File: src/rtl/cpr_pkg.sv
// ----------------------------------------------------------------------------
// cpr_pkg: shared types and constants of the complex phase rotator
// Fixed-point formats, the CORDIC arctangent table and the request and
// response payload structs.
// ----------------------------------------------------------------------------
`timescale 1ns / 1ps
`default_nettype none

package cpr_pkg;

   // Field widths
   localparam int CPR_SAMPLE_WIDTH = 16;
   localparam int CPR_PHASE_WIDTH  = 16;

   // Internal angle: a full turn is 2^32
   localparam int CPR_ANGLE_WIDTH  = 32;
   localparam int CPR_ITERS        = 30;
   localparam int CPR_FRAC         = 30;
   localparam int CPR_SHIFT_WIDTH  = $clog2(CPR_ITERS);

   // Quarter-rotated sample needs one bit more than the input
   localparam int CPR_QUAD_WIDTH   = CPR_SAMPLE_WIDTH + 1;
   // Product width of sample and gain constant
   localparam int CPR_PROD_WIDTH   = CPR_QUAD_WIDTH + 31;
   // Datapath width: sample, fraction and headroom for growth and rounding
   localparam int CPR_DATA_WIDTH   = CPR_SAMPLE_WIDTH + CPR_FRAC + 3;
   // Rounded value before saturation
   localparam int CPR_ROUND_WIDTH  = CPR_DATA_WIDTH - CPR_FRAC;

   // Gain pre-correction 1/K in Q30
   localparam logic signed [31:0] CPR_INVK = 32'sh26DD3B6A;

   // Front stage, one cell per iteration, output stage
   localparam int CPR_LATENCY      = CPR_ITERS + 2;

   // atan(2^-i), full turn = 2^32
   localparam logic signed [CPR_ANGLE_WIDTH-1:0] CPR_ATAN_TAB [0:CPR_ITERS-1] = '{
      32'sh20000000, 32'sh12E4051E, 32'sh09FB385B, 32'sh051111D4, 32'sh028B0D43,
      32'sh0145D7E1, 32'sh00A2F61E, 32'sh00517C55, 32'sh0028BE53, 32'sh00145F2F,
      32'sh000A2F98, 32'sh000517CC, 32'sh00028BE6, 32'sh000145F3, 32'sh0000A2FA,
      32'sh0000517D, 32'sh000028BE, 32'sh0000145F, 32'sh00000A30, 32'sh00000518,
      32'sh0000028C, 32'sh00000146, 32'sh000000A3, 32'sh00000051, 32'sh00000029,
      32'sh00000014, 32'sh0000000A, 32'sh00000005, 32'sh00000003, 32'sh00000001
   };

   typedef struct packed {
      logic signed [CPR_SAMPLE_WIDTH-1:0] in_real;
      logic signed [CPR_SAMPLE_WIDTH-1:0] in_imag;
      logic signed [CPR_PHASE_WIDTH-1:0]  phase;
   } cpr_req_type;

   typedef struct packed {
      logic signed [CPR_SAMPLE_WIDTH-1:0] out_real;
      logic signed [CPR_SAMPLE_WIDTH-1:0] out_imag;
   } cpr_rsp_type;

   // Data handed from cell to cell
   typedef struct packed {
      logic signed [CPR_DATA_WIDTH-1:0]  x;
      logic signed [CPR_DATA_WIDTH-1:0]  y;
      logic signed [CPR_ANGLE_WIDTH-1:0] z;
   } cpr_stage_type;

endpackage

`default_nettype wire

File: src/rtl/cpr_finish.sv
// ----------------------------------------------------------------------------
// cpr_finish: output rounding and saturation
// Rounds each Q30 component to nearest (ties up) and clamps it to the
// sample range, then registers the response and its strobe.
// ----------------------------------------------------------------------------
`timescale 1ns / 1ps
`default_nettype none

module cpr_finish (
   input  wire logic                  clock,
   input  wire logic                  reset,
   input  wire logic                  valid_prev,
   input  cpr_pkg::cpr_stage_type     stage_prev,
   output logic                       rsp_strobe_ff,
   output cpr_pkg::cpr_rsp_type       rsp_data_ff
);
   import cpr_pkg::*;

   localparam logic signed [CPR_ROUND_WIDTH-1:0] SAT_HI =
      CPR_ROUND_WIDTH'((64'sd1 <<< (CPR_SAMPLE_WIDTH - 1)) - 64'sd1);
   localparam logic signed [CPR_ROUND_WIDTH-1:0] SAT_LO =
      CPR_ROUND_WIDTH'(-(64'sd1 <<< (CPR_SAMPLE_WIDTH - 1)));
   localparam logic signed [CPR_DATA_WIDTH-1:0] HALF_LSB =
      CPR_DATA_WIDTH'(64'sd1 <<< (CPR_FRAC - 1));

   logic signed [CPR_DATA_WIDTH-1:0]  x_bias;
   logic signed [CPR_DATA_WIDTH-1:0]  y_bias;
   logic signed [CPR_ROUND_WIDTH-1:0] x_rnd;
   logic signed [CPR_ROUND_WIDTH-1:0] y_rnd;
   cpr_rsp_type                       rsp_data_in;

   // Round to nearest
   assign x_bias = stage_prev.x + HALF_LSB;
   assign y_bias = stage_prev.y + HALF_LSB;
   assign x_rnd  = x_bias[CPR_DATA_WIDTH-1:CPR_FRAC];
   assign y_rnd  = y_bias[CPR_DATA_WIDTH-1:CPR_FRAC];

   // Saturate to the sample range
   always_comb begin
      if (x_rnd > SAT_HI) begin
         rsp_data_in.out_real = SAT_HI[CPR_SAMPLE_WIDTH-1:0];
      end else if (x_rnd < SAT_LO) begin
         rsp_data_in.out_real = SAT_LO[CPR_SAMPLE_WIDTH-1:0];
      end else begin
         rsp_data_in.out_real = x_rnd[CPR_SAMPLE_WIDTH-1:0];
      end
      if (y_rnd > SAT_HI) begin
         rsp_data_in.out_imag = SAT_HI[CPR_SAMPLE_WIDTH-1:0];
      end else if (y_rnd < SAT_LO) begin
         rsp_data_in.out_imag = SAT_LO[CPR_SAMPLE_WIDTH-1:0];
      end else begin
         rsp_data_in.out_imag = y_rnd[CPR_SAMPLE_WIDTH-1:0];
      end
   end

   always_ff @(posedge clock) begin
      if (reset) begin
         rsp_strobe_ff <= 1'b0;
      end else begin
         rsp_strobe_ff <= valid_prev;
      end
   end

   always_ff @(posedge clock) begin
      rsp_data_ff <= rsp_data_in;
   end

endmodule

`default_nettype wire

File: config.mk
export PLATFORM = sky130hd
export DESIGN_NAME = cpr_finish
export DESIGN_NICKNAME = d
export VERILOG_FILES = /design/src/rtl/cpr_pkg.sv /design/src/rtl/cpr_finish.sv
export SDC_FILE = /design/constraint.sdc
export NUM_CORES = 1
export LEC_CHECK = 0
export BUFFER_PORTS_ARGS = -buffer_cell sky130_fd_sc_hd__buf_2
export CAP_MARGIN = 20
export CORE_MARGIN = 2
export CORE_UTILIZATION = 41
export CTS_BUF_LIST = sky130_fd_sc_hd__clkbuf_8
export DETAILED_ROUTE_END_ITERATION = 12
export PLACE_DENSITY = 0.9
export SLEW_MARGIN = 20
export SYNTH_ARGS = -nofsm -noshare
export SYNTH_HDL_FRONTEND = slang
export SYNTH_SLANG_ARGS = --single-unit
File: constraint.sdc
create_clock -name clock -period 4.5 [get_ports clock]
set_input_delay 0.45 -clock clock [delete_from_list [all_inputs] [get_ports clock]]
set_output_delay 0.45 -clock clock [all_outputs]
set_load 0.01 [all_outputs]
Word-level counts from Yosys, hierarchy flattened
Index checks and enable logic that the tools add are counted.
- $lt $le $gt $ge: 4
- $add $sub $neg: 2
- multiplexer cells: 2
- operators with widths (cell ; count):
    adder 49 x 31 -> 49 bit (second input constant) ; 2
    greater-than comparator 19 x 16 -> 1 bit (second input constant) ; 2
    < comparator 19 x 16 -> 1 bit (second input constant) ; 2
    two-way mux 16 bit ; 2
- flip-flop bits (word level): 33
- word-level logic and storage cells: 11
- input port bits: 133
- output and inout bits: 33

Longest topological paths before layout
- word-level depth: 3
- gate-level depth with buffers: 9

Worst setup path after synthesis
OpenSTA, ideal clock, no wires.
- kind: in2reg
- start point: input port stage_prev[61] in the netlist's numbering
- end point: register rsp_data_ff[4] in the netlist's numbering
- data required time: 4.370 ns
- path slack: 2.422 ns
- path buffers: 2
- stages on the path: 9
- arrival time: 1.948 ns
- path through: ha_1 -> and4_1 -> clkbuf_1 -> a41oi_1 -> a41o_1 -> a221oi_1 -> a31oi_1 -> clkbuf_2 -> o21ai_0
- word-level cells in the longest chain between the ends: 3
- elaborated cells on any way between the ends: 4
- ends and longest elaborated chain (what ; line ; text):
    start: declaration ; cpr_finish.sv:13 ; input cpr_pkg::cpr_stage_type stage_prev,
    adder 49 x 31 -> 49 bit * ; cpr_finish.sv:34 ; assign y_bias = stage_prev.y + HALF_LSB;
    < comparator 19 x 16 -> 1 bit ; cpr_finish.sv:49 ; end else if (y_rnd < SAT_LO) begin
    two-way mux 16 bit ; cpr_finish.sv:49 ;
    end signal: assignment ; cpr_finish.sv:65 ; rsp_data_ff <= rsp_data_in;
    end: declaration ; cpr_finish.sv:15 ; output cpr_pkg::cpr_rsp_type rsp_data_ff
Every way passes the cells marked *; elsewhere a longest branch is shown, timed or not.
A chain may end at the register's enable or synchronous reset.

Final worst setup path
- start point: input port stage_prev[70] in the netlist's numbering
- end point: register rsp_data_ff[9] in the netlist's numbering
Same word-level chain as after synthesis.

==> flow_summary.json <==
{
  "cts_resized": 0,
  "h-tree-depth": 2,
  "synthCells": 191,
  "grt_pass1_vias": 1575,
  "ant_nets": 0,
  "path_max_fanout": 15,
  "syn_to_final_growth_pct": 27.0,
  "path_clk_slew_ns": 0.07,
  "fmax_mhz": 392,
  "grt_util_met1_pct": 22.1,
  "ys_warn_count": 0,
  "gp_congestion": 0.817,
  "p_int_uw": 515,
  "cts_root_buf": "clkbuf_8",
  "layout_commonest_cell": "buf_2",
  "slew_headroom_pct": 33.7,
  "routed_wirelength_mm": 4.30,
  "synth_cell_types": 38,
  "firstDrtPassIters": 4,
  "syn_avg_cell_area_um2": 9.28,
  "setup_viol": 0,
  "leakagePower_uw": 0.000972,
  "io_buffers": 75,
  "cts_buffer_depth": 2,
  "drc": 0,
  "cp_slowest_cell": "a21oi_1",
  "core-area_mm2": 0.00409,
  "worstPathCellList": "buf_2 -> nand4_1 -> nor4_4 -> and4bb_2 -> a2bb2oi_1 -> a21oi_1 -> o21ai_0",
  "synth-seq-area-share_pct": 37.3,
  "crit_arrival_ns": 2.67,
  "synth_seq_cells": 33,
  "switching_share_pct": 27.1,
  "hold_class": "in -> reg",
  "switching_power_uw": 191,
  "hpwl_mm": 3.41,
  "vias_per_cell": 5.35,
  "crit_required_ns": 4.62,
  "start_util_pct": 43.4,
  "drv_slew": 0,
  "cts_num_sinks": 33,
  "antenna_found_initial": 0,
  "antennaDiodeCount": 0,
  "ir_drop_v": 0.000195,
  "grt_overflow": 0,
  "cts_tree": "done",
  "fin_tns_setup_ns": 0,
  "worst-path-buf-inv": 1,
  "syn-cell-area_mm2": 0.00177,
  "grt_pass1_wl_mm": 6.91,
  "rsz0062_at_grt": "false",
  "cap_violations": 0,
  "grt_max_degree": 16,
  "combinationalPowerShare_pct": 19.5,
  "power_frac_seq_pct": 46.0,
  "cts_buffers": 5,
  "wire_per_inst_um": 13.6,
  "max_stage_delay_ns": 0.79,
  "path_class": "in -> reg",
  "met3_usage_pct": 6.40,
  "vias": 1691,
  "tightest_slew_ns": 0.994,
  "die_y_um": 69.7,
  "synth_nets": 326,
  "status": "completed",
  "drt_iter0_markers": 68,
  "fin_nets": 400,
  "end_kind": "register",
  "pwr_density_cell_mw_per_mm2": 314,
  "final_cell_mix": "buf_2 (75), dfxtp_1 (33), xnor2_1 (17)",
  "grt_usage_pct": 17.5,
  "drive_above_1_share_pct": 39.1,
  "die_area_mm2": 0.00486,
  "postCtsHoldBufs": 0,
  "critical_path.top_delay_family": "compound AO/OA/AOI/OAI gates",
  "grt_use_met2_pct": 28.4,
  "hold_ws_ns": 0.325,
  "io_pins": 166,
  "layout_min_cycle_time_ns": 2.55,
  "rows": 23,
  "cp-start-kind": "input pin",
  "period_share_pct": 56.7,
  "grt-busiest-layer": "met2",
  "hold_viol": 0,
  "cts_setup_buffers": 0,
  "die_w_um": 69.7,
  "clockPowerShare_pct": 34.6
}
-- state kept, by name (all words and copies together), names as in the netlist --
name / flops
rsp_data_ff: 32
rsp_strobe_ff: 1
-- cell type report --
cell class / count / area, µm²
fillers: 359 / 1840
multi-input cells: 144 / 1030
flip-flops and latches: 33 / 661
repair buffers: 75 / 375
clock buffers: 7 / 96.3
well taps: 50 / 62.6
inverters: 6 / 22.5
clock inverters: 1 / 5.00
-- per-layer routing --
metal  vias up  part of all wire, %
li1        840                    -
met1       775                   45
met2        74                   46
met3         2                  8.7
met4         0                 0.63
met5         -                    0
-- cell families after synthesis --
kind of cell / count (synthesis) / synth area share [%]
mux: 1 / 0.636
simple gates: 72 / 26.1
xor+xnor: 30 / 14.8
compound gates: 39 / 14.8
buf+inv: 14 / 5.01
flops: 33 / 37.3
fa+ha+maj: 2 / 1.41
-- synth_stat cells --
master,number,area (µm²)
dfxtp_1,33,661
nor4b_1,2,17.5
xor2_1,13,114
mux2_2,1,11.3
buf_2,3,15.0
a2bb2oi_1,1,8.76
nor2_1,8,30.0
and4_2,2,20.0
a31oi_1,2,12.5
or2_2,1,6.26
and4bb_2,1,12.5
a41o_1,1,10.0
nor2b_1,1,6.26
clkbuf_1,1,3.75
nand2_1,13,48.8
o211ai_1,1,7.51
and3_1,11,68.8
nand4_2,2,25.0
a221oi_1,1,8.76
or3_1,1,6.26
nor4_4,2,42.5
nand3_1,12,60.1
nand4_1,7,43.8
and4_1,5,43.8
buf_12,1,20.0
a21oi_4,1,16.3
buf_6,2,22.5
a21oi_2,9,78.8
o21ai_0,13,65.1
a41oi_1,1,8.76
nor4_2,1,12.5
a21oi_1,9,45.0
inv_1,6,22.5
clkbuf_2,1,5.00
ha_1,2,25.0
nor3_1,1,5.00
xnor2_1,17,149
nor4_1,2,12.5
-- stage by stage --
step	power [µW]	utilization, %	cell area (µm²)	cells	setup slack [ns]
2_1_floorplan	405	-	1770	191	2.42
3_3_place_gp	464	52.4	2140	308	1.74
3_5_place_dp	468	52.4	2140	308	1.69
4_1_cts	712	54.9	2240	316	1.98
5_1_grt	742	55.1	2250	316	1.69
6_report	706	55.1	2250	316	1.95
-- final timing paths --
path | start | to | cells past startpoint
max | stage_prev[70] | rsp_data_ff[9] | 7
min | reset | rsp_strobe_ff | 2
-- power by group through the flow --
stage	Sequential, µW	Clock, µW	Combinational (µW)
6_report	325	244	137
3_5_place_dp	331	0	137
2_1_floorplan	346	0	58.8
4_1_cts	325	250	137
3_3_place_gp	331	0	133
5_1_grt	327	264	150
No activity file was read; power rests on OpenSTA's default activity.
