### src/rtl/cpr_pkg.sv
// ----------------------------------------------------------------------------
// cpr_pkg: shared types and constants of the complex phase rotator
// Fixed-point formats, the CORDIC arctangent table and the request and
// response payload structs.
// ----------------------------------------------------------------------------
`timescale 1ns / 1ps
`default_nettype none

package cpr_pkg;

   // Field widths
   localparam int CPR_SAMPLE_WIDTH = 16;
   localparam int CPR_PHASE_WIDTH  = 16;

   // Internal angle: a full turn is 2^32
   localparam int CPR_ANGLE_WIDTH  = 32;
   localparam int CPR_ITERS        = 30;
   localparam int CPR_FRAC         = 30;
   localparam int CPR_SHIFT_WIDTH  = $clog2(CPR_ITERS);

   // Quarter-rotated sample needs one bit more than the input
   localparam int CPR_QUAD_WIDTH   = CPR_SAMPLE_WIDTH + 1;
   // Product width of sample and gain constant
   localparam int CPR_PROD_WIDTH   = CPR_QUAD_WIDTH + 31;
   // Datapath width: sample, fraction and headroom for growth and rounding
   localparam int CPR_DATA_WIDTH   = CPR_SAMPLE_WIDTH + CPR_FRAC + 3;
   // Rounded value before saturation
   localparam int CPR_ROUND_WIDTH  = CPR_DATA_WIDTH - CPR_FRAC;

   // Gain pre-correction 1/K in Q30
   localparam logic signed [31:0] CPR_INVK = 32'sh26DD3B6A;

   // Front stage, one cell per iteration, output stage
   localparam int CPR_LATENCY      = CPR_ITERS + 2;

   // atan(2^-i), full turn = 2^32
   localparam logic signed [CPR_ANGLE_WIDTH-1:0] CPR_ATAN_TAB [0:CPR_ITERS-1] = '{
      32'sh20000000, 32'sh12E4051E, 32'sh09FB385B, 32'sh051111D4, 32'sh028B0D43,
      32'sh0145D7E1, 32'sh00A2F61E, 32'sh00517C55, 32'sh0028BE53, 32'sh00145F2F,
      32'sh000A2F98, 32'sh000517CC, 32'sh00028BE6, 32'sh000145F3, 32'sh0000A2FA,
      32'sh0000517D, 32'sh000028BE, 32'sh0000145F, 32'sh00000A30, 32'sh00000518,
      32'sh0000028C, 32'sh00000146, 32'sh000000A3, 32'sh00000051, 32'sh00000029,
      32'sh00000014, 32'sh0000000A, 32'sh00000005, 32'sh00000003, 32'sh00000001
   };

   typedef struct packed {
      logic signed [CPR_SAMPLE_WIDTH-1:0] in_real;
      logic signed [CPR_SAMPLE_WIDTH-1:0] in_imag;
      logic signed [CPR_PHASE_WIDTH-1:0]  phase;
   } cpr_req_type;

   typedef struct packed {
      logic signed [CPR_SAMPLE_WIDTH-1:0] out_real;
      logic signed [CPR_SAMPLE_WIDTH-1:0] out_imag;
   } cpr_rsp_type;

   // Data handed from cell to cell
   typedef struct packed {
      logic signed [CPR_DATA_WIDTH-1:0]  x;
      logic signed [CPR_DATA_WIDTH-1:0]  y;
      logic signed [CPR_ANGLE_WIDTH-1:0] z;
   } cpr_stage_type;

endpackage

`default_nettype wire

### src/rtl/cpr_cell.sv
// ----------------------------------------------------------------------------
// cpr_cell: one CORDIC rotation-mode iteration
// Turns the vector by +/- atan(2^-i) toward a zero residual and registers
// the result for the next cell in the chain.
// ----------------------------------------------------------------------------
`timescale 1ns / 1ps
`default_nettype none

module cpr_cell (
   input  wire logic                                  clock,
   input  wire logic                                  reset,
   input  wire logic [cpr_pkg::CPR_SHIFT_WIDTH-1:0]   shift_amt,
   input  wire logic signed [cpr_pkg::CPR_ANGLE_WIDTH-1:0] atan_step,
   input  wire logic                                  valid_prev,
   input  cpr_pkg::cpr_stage_type                     stage_prev,
   output logic                                       valid_ff,
   output cpr_pkg::cpr_stage_type                     stage_ff
);
   import cpr_pkg::*;

   logic signed [CPR_DATA_WIDTH-1:0] dx;
   logic signed [CPR_DATA_WIDTH-1:0] dy;
   cpr_stage_type                    stage_in;

   // Floor shifts of the cross terms
   assign dx = stage_prev.y >>> shift_amt;
   assign dy = stage_prev.x >>> shift_amt;

   // Direction from the sign of the residual
   always_comb begin
      if (stage_prev.z >= 0) begin
         stage_in.x = stage_prev.x - dx;
         stage_in.y = stage_prev.y + dy;
         stage_in.z = stage_prev.z - atan_step;
      end else begin
         stage_in.x = stage_prev.x + dx;
         stage_in.y = stage_prev.y - dy;
         stage_in.z = stage_prev.z + atan_step;
      end
   end

   always_ff @(posedge clock) begin
      if (reset) begin
         valid_ff <= 1'b0;
      end else begin
         valid_ff <= valid_prev;
      end
   end

   always_ff @(posedge clock) begin
      stage_ff <= stage_in;
   end

endmodule

`default_nettype wire

### config.mk
export PLATFORM = sky130hd
export DESIGN_NAME = cpr_cell
export DESIGN_NICKNAME = d
export VERILOG_FILES = /design/src/rtl/cpr_pkg.sv /design/src/rtl/cpr_cell.sv
export SDC_FILE = /design/constraint.sdc
export NUM_CORES = 1
export LEC_CHECK = 0
export BUFFER_PORTS_ARGS = -buffer_cell sky130_fd_sc_hd__buf_2
export CORE_ASPECT_RATIO = 0.6
export CORE_UTILIZATION = 25
export DETAILED_ROUTE_END_ITERATION = 6
export PLACE_DENSITY = 0.49
export SLEW_MARGIN = 20
export SYNTH_ARGS = -nofsm -noshare
export SYNTH_HDL_FRONTEND = slang
export SYNTH_SLANG_ARGS = --single-unit
### constraint.sdc
create_clock -name clock -period 20.8 [get_ports clock]
set_input_delay 3.12 -clock clock [delete_from_list [all_inputs] [get_ports clock]]
set_output_delay 3.12 -clock clock [all_outputs]
set_load 0.01 [all_outputs]
======== After elaboration in Yosys (flattened, before gate mapping) ========
Index checks and enable logic that the tools add are counted.
operators by class
  multiplexer cells ....................... 1
  magnitude comparators ................... 1
  $add $sub $neg .......................... 6
  shift operators ......................... 2
operators with widths
  cell                                                                count
  two-way mux 130 bit                                                 1
  adder 49 bit                                                        2
  >>> shifter 49 x 5 -> 49 bit                                        2
  subtractor 49 bit                                                   2
  adder 32 bit                                                        1
  greater-or-equal comparator 32 x 1 -> 1 bit, second input constant  1
  subtractor 32 bit                                                   1
word-level totals
  bits of input ports ..................... 170
  bits in registers ....................... 131
  logic and storage cells ................. 14
  output and inout port bits .............. 131

======== Logic depth before layout (Yosys ltp) ========
  depth after elaboration ................. 3
  gate-level depth with buffers ........... 31
  mapped depth without buffers ............ 25

======== Worst setup path after synthesis ========
OpenSTA, ideal clock, no wires.
  kind .................................... in2reg
  start point ............................. input port shift_amt[4] (netlist bit)
  end point ............................... register stage_ff[75] (netlist bit)
  library setup time ...................... 72 ps
  data required time ...................... 20728 ps
  data arrival time ....................... 9081 ps
  setup slack ............................. 11647 ps
  path buffers ............................ 8
  cell stages on the path ................. 28
  path through ............................ clkbuf_1 buf_1 clkbuf_1 clkbuf_1 buf_1 clkbuf_1 buf_1 buf_1 nor3_1 o21ba_2 ha_1 inv_1 nor3_1 nand3_1 or2_2 o21ai_0 xnor2_1 ha_1 nand4_1 inv_1 nand3_1 or4_1 o21a_1 a21o_1 a211oi_1 nor2_1 a41oi_1 xor2_1
RTL lines
  item                    RTL line        source
  start: declaration      cpr_cell.sv:12  input wire logic [cpr_pkg::CPR_SHIFT_WIDTH-1:0] shift_amt,
  end signal: assignment  cpr_cell.sv:51  stage_ff <= stage_in;
  end: declaration        cpr_cell.sv:17  output cpr_pkg::cpr_stage_type stage_ff

==> results_dict.tcl <==
set metrics [dict create \
    status "finished, final reports clean" \
    clockBufferDepth 2 \
    avgSynthCellArea_um2 8.58 \
    area_growth_pct 14.6 \
    peakVddDrop_uv 59.4 \
    finalPower_mw 1.78 \
    synth_xor_area_share_pct 10.2 \
    post_cts_buffers 0 \
    yosysUniqueCellTypes 92 \
    whs_path_depth 2 \
    synth_compound_area_share_pct 22.6 \
    synth_nets 2650 \
    final_area_um2 23100 \
    io_buffer_count 300 \
    grt_max_degree 99 \
    slew-limit-headroom_pct 10.6 \
    holdWs_ns 2.78 \
    synth_mux_area_share_pct 25.2 \
    rows 80 \
    synth_top_family_by_area "multiplexers" \
    ys_warn_count 0 \
    path_max_fanout 62 \
    cp-start-kind "primary input" \
    cts_resized 0 \
    cts_hold_buf 0 \
    fmax_ghz 0.0882 \
    grt-ovfl-total 0 \
    pin_count 301 \
    clk_pin_slew_ns 0.06 \
    finalCriticalPeriod_ns 11.33 \
    yosys.area_share.simple_pct 15.6 \
    syn_inst 2345 \
    num-nets-final 2858 \
    coreArea_um2 79600 \
    worst_setup_path_end_kind "flop" \
    post-route-util_pct 29.0 \
    hp-start "reset" \
    final_layout_size_suffix_gt1_share_pct 23.1 \
    start_util_pct 25.3 \
    synth-async-reset-ratio_pct 0 \
    cts_sinks 131 \
    placed_area_um2 22400 \
    die_w_um 368 \
    synth-edff-count 0 \
    min_path_type "in -> reg" \
    hold_end "valid_ff" \
    ctsHtreeMaxLevel 4 \
    fin_ws_ns 9.47 \
    track_usage_pct 21.2 \
    avgRoutedWirePerCell_um 24.3 \
    cts-root-buf "clkbuf_16" \
    p_leak_nw 9.48 \
    finalNonFillerCells 3632 \
    fillCellCount 8684 \
    cts_inserted_buffers 17 \
    ys_seq_area_share_pct 13.0 \
    netlist_area_um2 20100 \
    viasPerCell 5.63 \
    die_h_um 222 \
    firstDrtPassIters 6 \
    synth_flop_cell "dfxtp_1" \
    grt_pass1_vias 18600 \
    drt-total-wl_mm 88.4 \
    dp_worst_setup_slack_ns 9.22 \
    final_hold_viol_count 0 \
    maxCapViolCount 0 \
    place_hpwl_mm 70.8 \
    rsz0062_at_grt "no" \
    path_class "in -> reg" \
    slew_violations 0 \
    tightest_slew_ns 1.34 \
    timing.final.crit_share_pct 54.5 \
    tns_ns 0 \
    num_vias 20400 \
    drt_iter0_drc 2604 \
    worstPathRequired_ns 21.17 \
    gp_congestion 1.00 \
    antenna_left 0 \
    dp_cells 3600 \
    setup_viol 0 \
    antenna_found_initial 5 \
    cts_tree "done" \
    die-area_um2 81700 \
    ys_ff_latch 131 \
    drc 0 \
    worstPathArrival_ns 11.70 \
    power.density_nw_per_um2 77.1 \
    grt_pass1_wl_mm 129 \
    synthAdderAreaFrac_pct 8.50 \
]
## power by group
group / total (mW) / switching (mW) / leakage, nW / internal [mW]
Sequential: 0.396 / 0.0302 / 1.11 / 0.366
Combinational: 1.05 / 0.627 / 8.08 / 0.419
Clock: 0.336 / 0.128 / 0.295 / 0.208
## worst max-delay path, cell delays in order
cell       delay, ns
buf_6           0.44
buf_4           0.77
buf_4           0.65
mux4_2          0.63
mux2_2          0.33
a221oi_1        0.71
nand4_1         0.39
nand4bb_1       0.49
or2_1           0.45
or3_1           0.43
o21ai_0         0.23
xnor2_1         0.10
ha_1            0.35
and2_0          0.43
nand3_1         0.13
nor2_1          0.21
o2111ai_1       0.30
a211oi_1        0.50
a221oi_1        0.27
nor3_1          0.43
o31ai_1         0.16
xnor2_1         0.14
## sequential cells by signal, summed over array words and instances (netlist names)
signal    cells
stage_ff    130
valid_ff      1
## cell usage after synthesis, types with 32 or more instances
cell type,count,share of area [%]
nand2_1,223,4.2
a21oi_1,167,4.2
nor2_1,147,2.7
xnor2_1,143,6.2
o21ai_0,142,3.5
mux4_2,140,16
ha_1,132,8.2
dfxtp_1,131,13
mux2i_1,102,5.1
xor2_1,92,4.0
a21o_1,74,2.8
inv_1,62,1.2
mux2_2,61,3.4
clkbuf_1,53,0.99
nor3_1,41,1.0
nand3_1,35,0.87
buf_2,32,0.80
## cell usage in the layout, fill, tap and decap left out, types with 9 or more instances in the layout
| cell | Yosys | routed |
|---|---|---|
| a221oi_1 | 21 | 21 |
| o31ai_1 | 25 | 25 |
| dfxtp_1 | 131 | 131 |
| nor2_1 | 147 | 146 |
| a21oi_1 | 167 | 167 |
| nor4_1 | 11 | 11 |
| and3_1 | 20 | 20 |
| or4_1 | 11 | 11 |
| nor2b_1 | 21 | 21 |
| clkbuf_16 | 0 | 17 |
| a21o_1 | 74 | 74 |
| o41ai_1 | 18 | 18 |
| buf_2 | 32 | 295 |
| a21boi_0 | 9 | 9 |
| a31oi_1 | 19 | 19 |
| or3_1 | 15 | 15 |
| nand2_1 | 223 | 223 |
| o22ai_1 | 15 | 15 |
| nand2b_1 | 29 | 29 |
| inv_1 | 62 | 59 |
| o21ai_0 | 142 | 142 |
| and2_1 | 19 | 19 |
| nand3_1 | 35 | 35 |
| nand4_1 | 26 | 26 |
| o21a_1 | 30 | 30 |
| o21bai_1 | 22 | 22 |
| a22oi_1 | 15 | 15 |
| buf_4 | 13 | 23 |
| or2_2 | 15 | 15 |
| xnor2_1 | 143 | 143 |
| nor3_1 | 41 | 41 |
| o211ai_1 | 22 | 22 |
| ha_1 | 132 | 132 |
| mux4_2 | 140 | 140 |
| mux2_2 | 61 | 61 |
| mux2i_1 | 102 | 102 |
| xor2_1 | 92 | 92 |
| a211oi_1 | 19 | 19 |
## final cells by class
class | instances | area (um2) | area share (%)
diodes | 2 | 5.00 | 0.0217
flip-flops and latches | 131 | 2620 | 11.4
repair buffers | 321 | 1690 | 7.33
inverters | 64 | 240 | 1.04
well taps | 1066 | 1330 | 5.78
clock inverters | 8 | 151 | 0.656
multi-input cells | 2018 | 16500 | 71.7
clock buffers | 22 | 474 | 2.06
## metal layers
layer	track usage [%]	wire length (um)
met1	31.9	42100
met2	27.7	34300
met3	9.22	11300
met4	2.88	685
met5	0	42
## worst max path at each step
| stage | slack, ns | from | cells after the start | to |
|---|---|---|---|---|
| final | 9.47 | shift_amt[1] | 22 | stage_ff[128] |
| after global routing | 8.99 | shift_amt[1] | 22 | stage_ff[128] |
| after CTS | 9.71 | shift_amt[1] | 22 | stage_ff[128] |
| after detailed placement | 9.22 | shift_amt[1] | 22 | stage_ff[126] |
| after global placement | 9.25 | shift_amt[1] | 23 | stage_ff[128] |
| after floorplan | 11.65 | shift_amt[4] | 28 | stage_ff[75] |
## kinds of logic (layout without fill, tap and decap cells)
group | after synthesis | after routing
multiplexers | 311 | 311
adder cells (fa/ha/maj) | 135 | 135
XOR/XNOR | 235 | 235
flip-flops | 131 | 131
AND/OR/NAND/NOR | 648 | 648
AO/OA/AOI/OAI | 689 | 689
buffers and inverters | 196 | 415
other | 0 | 2
Note: power is estimated with default switching activity, not from simulation.
