### config.mk
export PLATFORM = sky130hd
export DESIGN_NAME = cpr_prerotate
export DESIGN_NICKNAME = d
export VERILOG_FILES = /design/src/rtl/cpr_pkg.sv /design/src/rtl/cpr_prerotate.sv
export SDC_FILE = /design/constraint.sdc
export NUM_CORES = 1
export LEC_CHECK = 0
export ABC_CLOCK_PERIOD_IN_PS = 9450
export BUFFER_PORTS_ARGS = -buffer_cell sky130_fd_sc_hd__buf_2
export CORE_MARGIN = 5
export CORE_UTILIZATION = 40
export DETAILED_ROUTE_END_ITERATION = 8
export SETUP_SLACK_MARGIN = 0.02
export SKIP_CTS_REPAIR_TIMING = 1
export SYNTH_ARGS = -nofsm -noshare
export SYNTH_HDL_FRONTEND = slang
export SYNTH_SLANG_ARGS = --single-unit
### constraint.sdc
create_clock -name clock -period 9.45 [get_ports clock]
set_input_delay 0.4725 -clock clock [delete_from_list [all_inputs] [get_ports clock]]
set_output_delay 0.4725 -clock clock [all_outputs]
set_load 0.01 [all_outputs]
### src/rtl/cpr_pkg.sv
// ----------------------------------------------------------------------------
// cpr_pkg: shared types and constants of the complex phase rotator
// Fixed-point formats, the CORDIC arctangent table and the request and
// response payload structs.
// ----------------------------------------------------------------------------
`timescale 1ns / 1ps
`default_nettype none

package cpr_pkg;

   // Field widths
   localparam int CPR_SAMPLE_WIDTH = 16;
   localparam int CPR_PHASE_WIDTH  = 16;

   // Internal angle: a full turn is 2^32
   localparam int CPR_ANGLE_WIDTH  = 32;
   localparam int CPR_ITERS        = 30;
   localparam int CPR_FRAC         = 30;
   localparam int CPR_SHIFT_WIDTH  = $clog2(CPR_ITERS);

   // Quarter-rotated sample needs one bit more than the input
   localparam int CPR_QUAD_WIDTH   = CPR_SAMPLE_WIDTH + 1;
   // Product width of sample and gain constant
   localparam int CPR_PROD_WIDTH   = CPR_QUAD_WIDTH + 31;
   // Datapath width: sample, fraction and headroom for growth and rounding
   localparam int CPR_DATA_WIDTH   = CPR_SAMPLE_WIDTH + CPR_FRAC + 3;
   // Rounded value before saturation
   localparam int CPR_ROUND_WIDTH  = CPR_DATA_WIDTH - CPR_FRAC;

   // Gain pre-correction 1/K in Q30
   localparam logic signed [31:0] CPR_INVK = 32'sh26DD3B6A;

   // Front stage, one cell per iteration, output stage
   localparam int CPR_LATENCY      = CPR_ITERS + 2;

   // atan(2^-i), full turn = 2^32
   localparam logic signed [CPR_ANGLE_WIDTH-1:0] CPR_ATAN_TAB [0:CPR_ITERS-1] = '{
      32'sh20000000, 32'sh12E4051E, 32'sh09FB385B, 32'sh051111D4, 32'sh028B0D43,
      32'sh0145D7E1, 32'sh00A2F61E, 32'sh00517C55, 32'sh0028BE53, 32'sh00145F2F,
      32'sh000A2F98, 32'sh000517CC, 32'sh00028BE6, 32'sh000145F3, 32'sh0000A2FA,
      32'sh0000517D, 32'sh000028BE, 32'sh0000145F, 32'sh00000A30, 32'sh00000518,
      32'sh0000028C, 32'sh00000146, 32'sh000000A3, 32'sh00000051, 32'sh00000029,
      32'sh00000014, 32'sh0000000A, 32'sh00000005, 32'sh00000003, 32'sh00000001
   };

   typedef struct packed {
      logic signed [CPR_SAMPLE_WIDTH-1:0] in_real;
      logic signed [CPR_SAMPLE_WIDTH-1:0] in_imag;
      logic signed [CPR_PHASE_WIDTH-1:0]  phase;
   } cpr_req_type;

   typedef struct packed {
      logic signed [CPR_SAMPLE_WIDTH-1:0] out_real;
      logic signed [CPR_SAMPLE_WIDTH-1:0] out_imag;
   } cpr_rsp_type;

   // Data handed from cell to cell
   typedef struct packed {
      logic signed [CPR_DATA_WIDTH-1:0]  x;
      logic signed [CPR_DATA_WIDTH-1:0]  y;
      logic signed [CPR_ANGLE_WIDTH-1:0] z;
   } cpr_stage_type;

endpackage

`default_nettype wire

### src/rtl/cpr_prerotate.sv
// ----------------------------------------------------------------------------
// cpr_prerotate: coarse quarter-turn rotation and gain pre-correction
// Rounds the angle to the nearest quarter turn, turns the sample exactly by
// it, scales both components by 1/K and leaves the residual angle.
// ----------------------------------------------------------------------------
`timescale 1ns / 1ps
`default_nettype none

module cpr_prerotate (
   input  wire logic                  clock,
   input  wire logic                  reset,
   input  wire logic                  req_valid,
   input  cpr_pkg::cpr_req_type       req_data,
   output logic                       valid_ff,
   output cpr_pkg::cpr_stage_type     stage_ff
);
   import cpr_pkg::*;

   logic [CPR_ANGLE_WIDTH-1:0]        angle;
   logic [CPR_ANGLE_WIDTH-1:0]        angle_bias;
   logic [1:0]                        quad;
   logic [CPR_ANGLE_WIDTH-1:0]        resid;
   logic signed [CPR_QUAD_WIDTH-1:0]  re_ext;
   logic signed [CPR_QUAD_WIDTH-1:0]  im_ext;
   logic signed [CPR_QUAD_WIDTH-1:0]  xq;
   logic signed [CPR_QUAD_WIDTH-1:0]  yq;
   logic signed [CPR_PROD_WIDTH-1:0]  x_prod;
   logic signed [CPR_PROD_WIDTH-1:0]  y_prod;
   cpr_stage_type                     stage_in;

   // Phase scaled to a 2^32 turn, nearest quarter turn (ties up)
   assign angle      = CPR_ANGLE_WIDTH'(unsigned'(req_data.phase))
                       << (CPR_ANGLE_WIDTH - CPR_PHASE_WIDTH);
   assign angle_bias = angle + 32'h2000_0000;
   assign quad       = angle_bias[CPR_ANGLE_WIDTH-1 -: 2];
   assign resid      = angle - {quad, {(CPR_ANGLE_WIDTH-2){1'b0}}};

   assign re_ext = CPR_QUAD_WIDTH'(req_data.in_real);
   assign im_ext = CPR_QUAD_WIDTH'(req_data.in_imag);

   // Exact rotation by quad quarter turns
   always_comb begin
      case (quad)
         2'd1: begin
            xq = -im_ext;
            yq = re_ext;
         end
         2'd2: begin
            xq = -re_ext;
            yq = -im_ext;
         end
         2'd3: begin
            xq = im_ext;
            yq = -re_ext;
         end
         default: begin
            xq = re_ext;
            yq = im_ext;
         end
      endcase
   end

   // Gain pre-correction, exact product in Q30
   assign x_prod = xq * CPR_INVK;
   assign y_prod = yq * CPR_INVK;

   assign stage_in.x = CPR_DATA_WIDTH'(x_prod);
   assign stage_in.y = CPR_DATA_WIDTH'(y_prod);
   assign stage_in.z = signed'(resid);

   // Valid flag
   always_ff @(posedge clock) begin
      if (reset) begin
         valid_ff <= 1'b0;
      end else begin
         valid_ff <= req_valid;
      end
   end

   // Payload, no reset
   always_ff @(posedge clock) begin
      stage_ff <= stage_in;
   end

endmodule

`default_nettype wire

# Yosys cells after proc, flatten, opt, wreduce, memory -nomap -nowiden
# Cells that the tools add are included.
# totals
register_bits	127
input_bits	51
word_cells	15
# op_classes
addsub	4
n_mul	2
eq_ne	3
n_mux	2
# op_table
op	n
$pmux W17 S3	2
$mul A17 B30 Y47 const B	2
$neg A16 Y17	2
$add A32 B30 Y32 const B	1
$sub A32 B32 Y32	1
$eq A2 B2 Y1 const B	2
$eq A2 B1 Y1 const B	1

# Longest topological paths before layout
# Gate-level depths: netlist (run 1).
# logic_depth
depth_word	4
depth_mapped	34

# Least setup slack after synthesis (run 1)
# No wires, ideal clock.
# synth_timing
kind	input to register
start	input port req_data[17] in the netlist's numbering
end	register stage_ff[124] in the netlist's numbering
setup_time_ps	122
arrival_time_ps	8102
required_ps	9328
setup_slack_ps	1226
cell_stages	30
path_buffers	2
cell_sequence	inv_1 ha_1 nor3b_1 nand2b_1 or3_1 clkbuf_1 nor2_1 nor2_1 xnor2_1 o21ai_0 fa_1 inv_1 fa_1 fa_1 inv_1 fa_1 fa_1 inv_1 fa_1 inv_1 ha_1 clkbuf_1 a21o_1 a21o_1 a21oi_1 a21boi_0 o41a_1 a31oi_1 o31ai_2 o311a_1
# synth_between
elab_chain_len	3
# synth_rtl
element	line	text
start: declaration	cpr_prerotate.sv:13	input cpr_pkg::cpr_req_type req_data,
$neg A16 Y17	cpr_prerotate.sv:45	xq = -im_ext;
$pmux W17 S3 (*)	cpr_prerotate.sv:43	case (quad)
$mul A17 B30 Y47 (*)	cpr_prerotate.sv:64	assign x_prod = xq * CPR_INVK;
via x_prod[43]	cpr_prerotate.sv:27	logic signed [CPR_PROD_WIDTH-1:0] x_prod;
end signal: assignment	cpr_prerotate.sv:82	stage_ff <= stage_in;
end: declaration	cpr_prerotate.sv:15	output cpr_pkg::cpr_stage_type stage_ff
# The timed path passes the listed nets; every way through them passes the cells marked *.
# A chain may end at the register's enable or synchronous reset.

# Worst setup path after layout (run 1)
# layout_timing
start	input port req_data[39] in the netlist's numbering
end	register stage_ff[78] in the netlist's numbering
# layout_between
elab_chain_len	3
# layout_rtl
element	line	text
$neg A16 Y17	cpr_prerotate.sv:54	yq = -re_ext;
$pmux W17 S3 (*)	cpr_prerotate.sv:43	
$mul A17 B30 Y47 (*)	cpr_prerotate.sv:65	assign y_prod = yq * CPR_INVK;
via y_prod[46]	cpr_prerotate.sv:28	logic signed [CPR_PROD_WIDTH-1:0] y_prod;
# Marks and branches as above.

==> impl_metrics.yaml, run 1 <==
sta:
  fin_setup_tns_ns: 0
  setup_violations: 0
  timing.fmax_mhz: 115
  hold_ws_ns: 0.158
  slew_headroom: 0.253
  rsz0062_at_grt: "false"
  period_share: 0.922
  fin_crit_ns: 8.71
  worst_pin_slew_ns: 1.11
  final_max_slew_viol_count: 0
  finalHoldViolations: 0
logic_synthesis:
  synth_top_area_cell: "fa_1"
  yosysTopAreaCellShare: 0.362
  synthTopCellsByArea: "fa_1, ha_1, dfxtp_1, inv_1, xnor2_1"
  synth_edf_count: 0
  yosysUniqueCellTypes: 63
  avgSynthCellArea_um2: 9.57
  yosysSeqAreaShare: 0.105
  yosys_warnings: 0
  synthCells: 2209
  ys_async_sr_fraction: 0
  syn-cell-area_um2: 21100
  synthFlopType: "dfxtp_1"
  synth-seq-cells: 111
clocking:
  clk_pin_slew_worst_paths_ns: 0.09
  cts.htree.levels: 3
  clock_sinks: 111
  cts_buffers: 9
  clk_path_buf_depth: 2
  cts-root-buf: "clkbuf_16"
  cts_tree: "yes"
run_status:
  status: "completed"
critical_path:
  path_class: "in -> reg"
  crit_fanout: 8
  max_stage_delay_ns: 0.84
  startpoint_type: "input port"
  crit_buf_inv: 5
  crit_family: "adder cells"
  required_ns: 9.75
  critical_path.endpoint_type: "flip-flop"
  cp_slowest_cell: "nor4_1"
  worstPathArrival_ns: 9.01
  crit_top_cell: "fa_1"
grt:
  grt_usage: 0.211
  grtUsageMet1: 0.275
  grt_pass1_wl_um: 93600
  gr-usage-met3: 0.0294
  grt_pass1_vias: 16272
  grt_antenna_before_repair: 0
  grt_max_degree: 30
  busiest_layer: "met2"
  gr-total-overflow: 0
  use_met2: 0.367
routing:
  dr_total_vias: 15228
  wirelength_um: 59300
  dr.pass1.iters: 5
  avgViaCountPerCell: 4.96
  avgRoutedWirePerCell_um: 19.3
  drt_iter0_markers: 792
  ant_nets: 0
  drc: 0
floorplan:
  die-width_um: 240
  die_y_um: 240
  start_util: 0.403
  io_pins: 182
  coreArea_um2: 52400
  dieArea_um2: 57600
  num_rows: 84
layout:
  area_growth_pct: 9.59
  fin_nets: 3151
  layout.cells.most_common: "inv_1"
  post-route-util: 0.442
  drive_gt1_frac: 0.0979
  stdcell_area_um2: 23200
  final_cell_mix: "inv_1, fa_1, ha_1"
flow_run:
  maxCapViolations: 0
place:
  dpl_cell_area_um2: 22900
  hpwlAfterDp_um: 52800
  port_buffers: 163
  gp_congestion: 1.02
hold_path:
  min-delay-start: "req_data[4]"
  min_to: "stage_ff[20]"
  hold_depth: 1
  hold_class: "in -> reg"
## synthesized netlist by cell type (20+ instances only)
library cell and n:
xnor2_1 81, o21bai_1 21, o21ai_0 56, o21a_1 20, dfxtp_1 111, fa_1 382
buf_4 20, nand2_1 77, ha_1 344, a21o_1 47, a21oi_1 107, inv_1 591
xor2_1 37, nor2_1 80, clkbuf_1 35
## metrics by stage
step                      std cells  setup slack (ns)
after floorplan                2226              1.23
after global placement         3051             0.483
after detailed placement       3051             0.397
after CTS                      3067             0.826
after global routing           3067             0.366
final                          3068             0.742
## how the worst max path moves through the flow
stage,start,end,depth (start not counted),slack (ns)
after floorplan,req_data[17],stage_ff[124],30,1.23
after global routing,req_data[39],stage_ff[74],28,0.37
after global placement,req_data[39],stage_ff[74],28,0.48
final,req_data[39],stage_ff[78],28,0.74
after CTS,req_data[39],stage_ff[74],28,0.83
after detailed placement,req_data[39],stage_ff[74],28,0.40
## layout make-up
type                       count  area, µm²
inverter                     591       2220
clock buffer                   9        225
multi-input combinational   1467      16500
antenna                        1       2.50
clock inverter                 7       93.8
sequential                   111       2220
timing repair buffer         194       1050
fill                        5097      29300
tap                          688        861
## flip-flops by register name, indices dropped and copies added, names as in the netlist
name / cells
stage_ff: 110
valid_ff: 1
## logic make-up (layout without fill, tap and decap cells)
group | after synthesis | in the layout | share of synthesized area
fa+ha+maj | 726 | 726 | 0.565
other cells | 1 | 19 | 0.000177
compound gates | 330 | 330 | 0.0993
mux | 5 | 5 | 0.00254
buf+inv | 648 | 801 | 0.119
flops | 111 | 111 | 0.105
xor+xnor | 118 | 118 | 0.0489
simple gates | 270 | 270 | 0.0602
## metal layers
layer	vias to the layer above	wire, µm	share of wire
li1	7193	-	-
met1	7526	25100	0.42
met2	431	29500	0.50
met3	78	2980	0.050
met4	0	1740	0.029
met5	-	0	0
Power of run 1 is not shown: default switching activity piles up to over one toggle a cycle in this logic, so the estimate is an artifact.
==> inputs of run 2 (changes only) <==
Settings changed: CORE_UTILIZATION 40 to 25.
==> run 2 against run 1 <==
Compared with the run above: worst setup slack gained 0.28 ns; clock-buffer cell count rose by 1; final area grew 2.3%; final cell count up 15%; non-clock buffer count is 4 lower; wire length grew 4.8%; first-iteration DRC count rose by 8.8%; sequential share of layout area fell by 0.22 points; critical path type unchanged.
==> impl_metrics.yaml, run 2 (synthesis results as in run 1) <==
run_status:
  status: "completed"
clocking:
  cts.htree.levels: 3
  clk_path_buf_depth: 2
  clock_sinks: 111
  cts-root-buf: "clkbuf_16"
  cts_tree: "yes"
  clk_pin_slew_worst_paths_ns: 0.10
  cts_buffers: 9
sta:
  finalHoldViolations: 0
  rsz0062_at_grt: "false"
  final_max_slew_viol_count: 0
  timing.fmax_mhz: 119
  worst_pin_slew_ns: 0.877
  period_share: 0.892
  fin_setup_tns_ns: 0
  slew_headroom: 0.409
  fin_crit_ns: 8.43
  setup_violations: 0
hold_path:
  hold_class: "in -> reg"
grt:
  gr-total-overflow: 0
  grt_usage: 0.140
  grt_max_degree: 42
  use_met2: 0.216
  grtUsageMet1: 0.181
  grt_pass1_wl_um: 96100
  grt_pass1_vias: 16025
  gr-usage-met3: 0.0582
  grt_antenna_before_repair: 27
  busiest_layer: "met2"
layout:
  reg_top3: "stage_ff: 110 flops, valid_ff: 1 flops"
  max_flop_register: "stage_ff"
  layout.cells.most_common: "inv_1"
  area_growth_pct: 12.1
  final_cell_mix: "inv_1, fa_1, ha_1"
  largest_register_ffs: 110
  drive_gt1_frac: 0.0956
  fin_nets: 3147
floorplan:
  start_util: 0.252
  dieArea_um2: 90500
  num_rows: 106
  coreArea_um2: 83800
  die_y_um: 301
  die-width_um: 301
  io_pins: 182
critical_path:
  cp-startpoint: "req_data[17]"
  critical_path.endpoint_type: "flip-flop"
  crit_end: "stage_ff[74]"
  crit_fanout: 8
  startpoint_type: "input port"
  cp_slowest_cell: "fa_1"
  required_ns: 9.73
  crit_top_cell: "fa_1"
  path_class: "in -> reg"
  max_stage_delay_ns: 0.59
  worstPathArrival_ns: 8.71
routing:
  dr_total_vias: 15249
  drt_iter0_markers: 862
  drc: 0
  wirelength_um: 62100
  avgViaCountPerCell: 4.33
  avgRoutedWirePerCell_um: 17.6
  dr.pass1.iters: 5
  ant_nets: 0
place:
  hpwlAfterDp_um: 55000
  gp_congestion: 1.04
  port_buffers: 163
flow_run:
  maxCapViolations: 0
-- run 2: cell types whose count changed in the layout (fill, tap and decap cells not counted) --
cell	before	now
inv_12	2	0
buf_12	0	1
buf_4	31	26
diode_2	1	14
clkinvlp_4	0	1
o21ai_2	2	1
inv_8	1	0
clkinv_8	2	1
inv_6	2	4
clkbuf_1	0	1
o21ai_1	12	13
-- run 2: worst max-delay path, delay by kind of cell --
kind	cells	cell delay (ns)
AOI/OAI and AO/OA	7	2.00
adders and majority gates	8	3.65
buffers and inverters	6	0.79
and+or+nand+nor	8	1.80
-- run 2: through the flow --
stage / util / hold WS, ns / instances / worst slack [ns] / area [µm²]
finish: 0.283 / 0.142 / 3523 / 1.02 / 23700
global placement: 0.279 / 0.574 / 3493 / 0.637 / 23400
detailed placement: 0.279 / 0.576 / 3493 / 0.597 / 23400
floorplan: - / 0.500 / 2226 / 1.23 / 21200
global route: 0.283 / 0.111 / 3511 / 0.409 / 23700
CTS: 0.282 / 0.0896 / 3509 / 1.05 / 23700
-- run 2: how the worst min path moves through the flow --
stage                      start            to  slack, ns  cells after the start
finish               req_data[9]  stage_ff[25]       0.14                      1
global route        req_data[11]  stage_ff[27]       0.11                      1
CTS                 req_data[10]  stage_ff[26]       0.09                      1
detailed placement   req_data[9]  stage_ff[25]       0.58                      1
global placement     req_data[0]  stage_ff[16]       0.57                      1
floorplan            req_data[0]  stage_ff[16]       0.50                      0
-- run 2: area by class of cell --
| type | instances | area, µm² |
|---|---|---|
| clock inverter | 6 | 58.8 |
| clock buffer | 10 | 229 |
| sequential | 111 | 2220 |
| multi-input combinational | 1467 | 16500 |
| tap | 1134 | 1420 |
| fill | 9002 | 60100 |
| inverter | 591 | 2220 |
| timing repair buffer | 190 | 1030 |
| antenna | 14 | 35.0 |
-- run 2: metal layers --
metal	share of wire	vias up
li1	-	7218
met1	0.42	7404
met2	0.44	522
met3	0.11	93
met4	0.025	12
met5	0.0014	-
Power of run 2 is left out for the same reason.
==> inputs of run 3 (changes only) <==
Settings changed: ABC_CLOCK_PERIOD_IN_PS 9450 to 10400.
Clock period 9.45 ns to 10.4 ns, I/O delays scaled along.
==> run 3 against run 2 <==
Compared with the run above: final cell count shrank 0.20%; global-route usage fell by 0.18 points; flip-flop and latch count is the same; utilization decreased by 0.079 points; worst hold slack better by 0.057 ns; critical path depth down 3; sequential share of layout area barely moved; critical path type unchanged; critical endpoint is now stage_ff[124]; largest cell class unchanged; highest routed layer unchanged.
==> impl_metrics.yaml, run 3 (synthesis results as in run 1) <==
run_status:
  status: "completed"
routing:
  met2_length_um: 27500
  ant_nets: 0
  drt_iter0_markers: 868
  avgRoutedWirePerCell_um: 17.3
  drc: 0
  dr_total_vias: 14866
  wl_met3_um: 6340
  routed.top_layer: "met5"
  dr.pass1.iters: 5
  wl_met1_um: 25900
  wirelength_um: 60900
  avgViaCountPerCell: 4.23
hold_path:
  hold_depth: 1
  min-delay-start: "req_data[10]"
  hold_class: "in -> reg"
  min_to: "stage_ff[26]"
critical_path:
  critical_path.endpoint_type: "flip-flop"
  crit_top_cell: "fa_1"
  path_class: "in -> reg"
  cp_slowest_cell: "o21ai_0"
  required_ns: 10.72
  crit_fanout: 17
  worstPathArrival_ns: 9.06
  startpoint_type: "input port"
  max_stage_delay_ns: 0.84
clocking:
  cts.htree.levels: 3
  cts-root-buf: "clkbuf_16"
  cts_buffers: 9
  clk_path_buf_depth: 2
  clk_pin_slew_worst_paths_ns: 0.10
  clock_sinks: 111
  cts_tree: "yes"
place:
  port_buffers: 163
  gp_congestion: 0.965
  dpl_cell_area_um2: 23300
  post-place-ws_ns: 1.20
  dp_cells: 3484
  hpwlAfterDp_um: 54600
sta:
  timing.fmax_mhz: 114
  rsz0062_at_grt: "false"
  final_max_slew_viol_count: 0
  setup_violations: 0
  fin_crit_ns: 8.74
  fin_ws_ns: 1.66
  worst_pin_slew_ns: 1.11
  slew_headroom: 0.252
  fin_setup_tns_ns: 0
  finalHoldViolations: 0
  period_share: 0.841
layout:
  max_flop_register: "stage_ff"
  drive_gt1_frac: 0.0918
  reg_top3: "stage_ff: 110 flops, valid_ff: 1 flops"
  fin_nets: 3138
  layout.cells.most_common: "inv_1"
  fillers: 9014
  largest_register_ffs: 110
  fin_cells: 3516
  final_cell_mix: "inv_1, fa_1, ha_1"
  area_growth_pct: 11.8
  stdcell_area_um2: 23600
floorplan:
  die_y_um: 301
  num_rows: 106
  io_pins: 182
  dieArea_um2: 90500
  die-width_um: 301
  start_util: 0.252
  coreArea_um2: 83800
grt:
  grt_pass1_vias: 16021
  grt_usage: 0.138
  gr-total-overflow: 0
  grt_max_degree: 46
  grt_antenna_before_repair: 29
  grt_pass1_wl_um: 94900
flow_run:
  maxCapViolations: 0
==> run 3: cell types whose count changed in the layout (fill, tap and decap cells not counted), sizes merged <==
cell,change
clkinv,-1
bufinv,+1
buf,-9
clkinvlp,+1
diode,+3
inv,-2
==> run 3: worst max-delay path: cells and delay by family <==
family / cells / cell delay (ns)
buf+inv: 6 / 0.89
xor+xnor: 2 / 0.76
compound gates: 9 / 3.04
simple gates: 1 / 0.08
fa+ha+maj: 8 / 3.74
==> run 3: per-layer routing <==
layer  global-route usage  up-vias
met5                    0        -
met2                0.218      350
met3               0.0575       68
met1                0.178     7231
met4               0.0321       16
li1                     -     7201
==> run 3: final cells by class <==
class / count / area [µm²] / area share
diodes: 17 / 42.5 / 0.00180
clock buffers: 10 / 229 / 0.00968
clock inverters: 5 / 65.1 / 0.00275
inverters: 591 / 2220 / 0.0938
multi-input cells: 1467 / 16500 / 0.698
flip-flops and latches: 111 / 2220 / 0.0940
well taps: 1134 / 1420 / 0.0600
repair buffers: 181 / 951 / 0.0402
==> run 3: through the flow <==
stage	hold WS (ns)	utilization
after floorplan	0.548	-
after global placement	0.622	0.278
after detailed placement	0.624	0.278
after CTS	0.147	0.282
after global routing	0.165	0.282
final	0.199	0.282
==> run 3: how the worst max path moves through the flow <==
stage	startpoint	to	slack [ns]
finish	req_data[13]	stage_ff[124]	1.66
CTS	req_data[13]	stage_ff[128]	1.68
global route	req_data[13]	stage_ff[128]	1.07
global placement	req_data[13]	stage_ff[124]	1.36
floorplan	req_data[17]	stage_ff[124]	2.13
detailed placement	req_data[13]	stage_ff[124]	1.20
Power of run 3 is left out for the same reason.
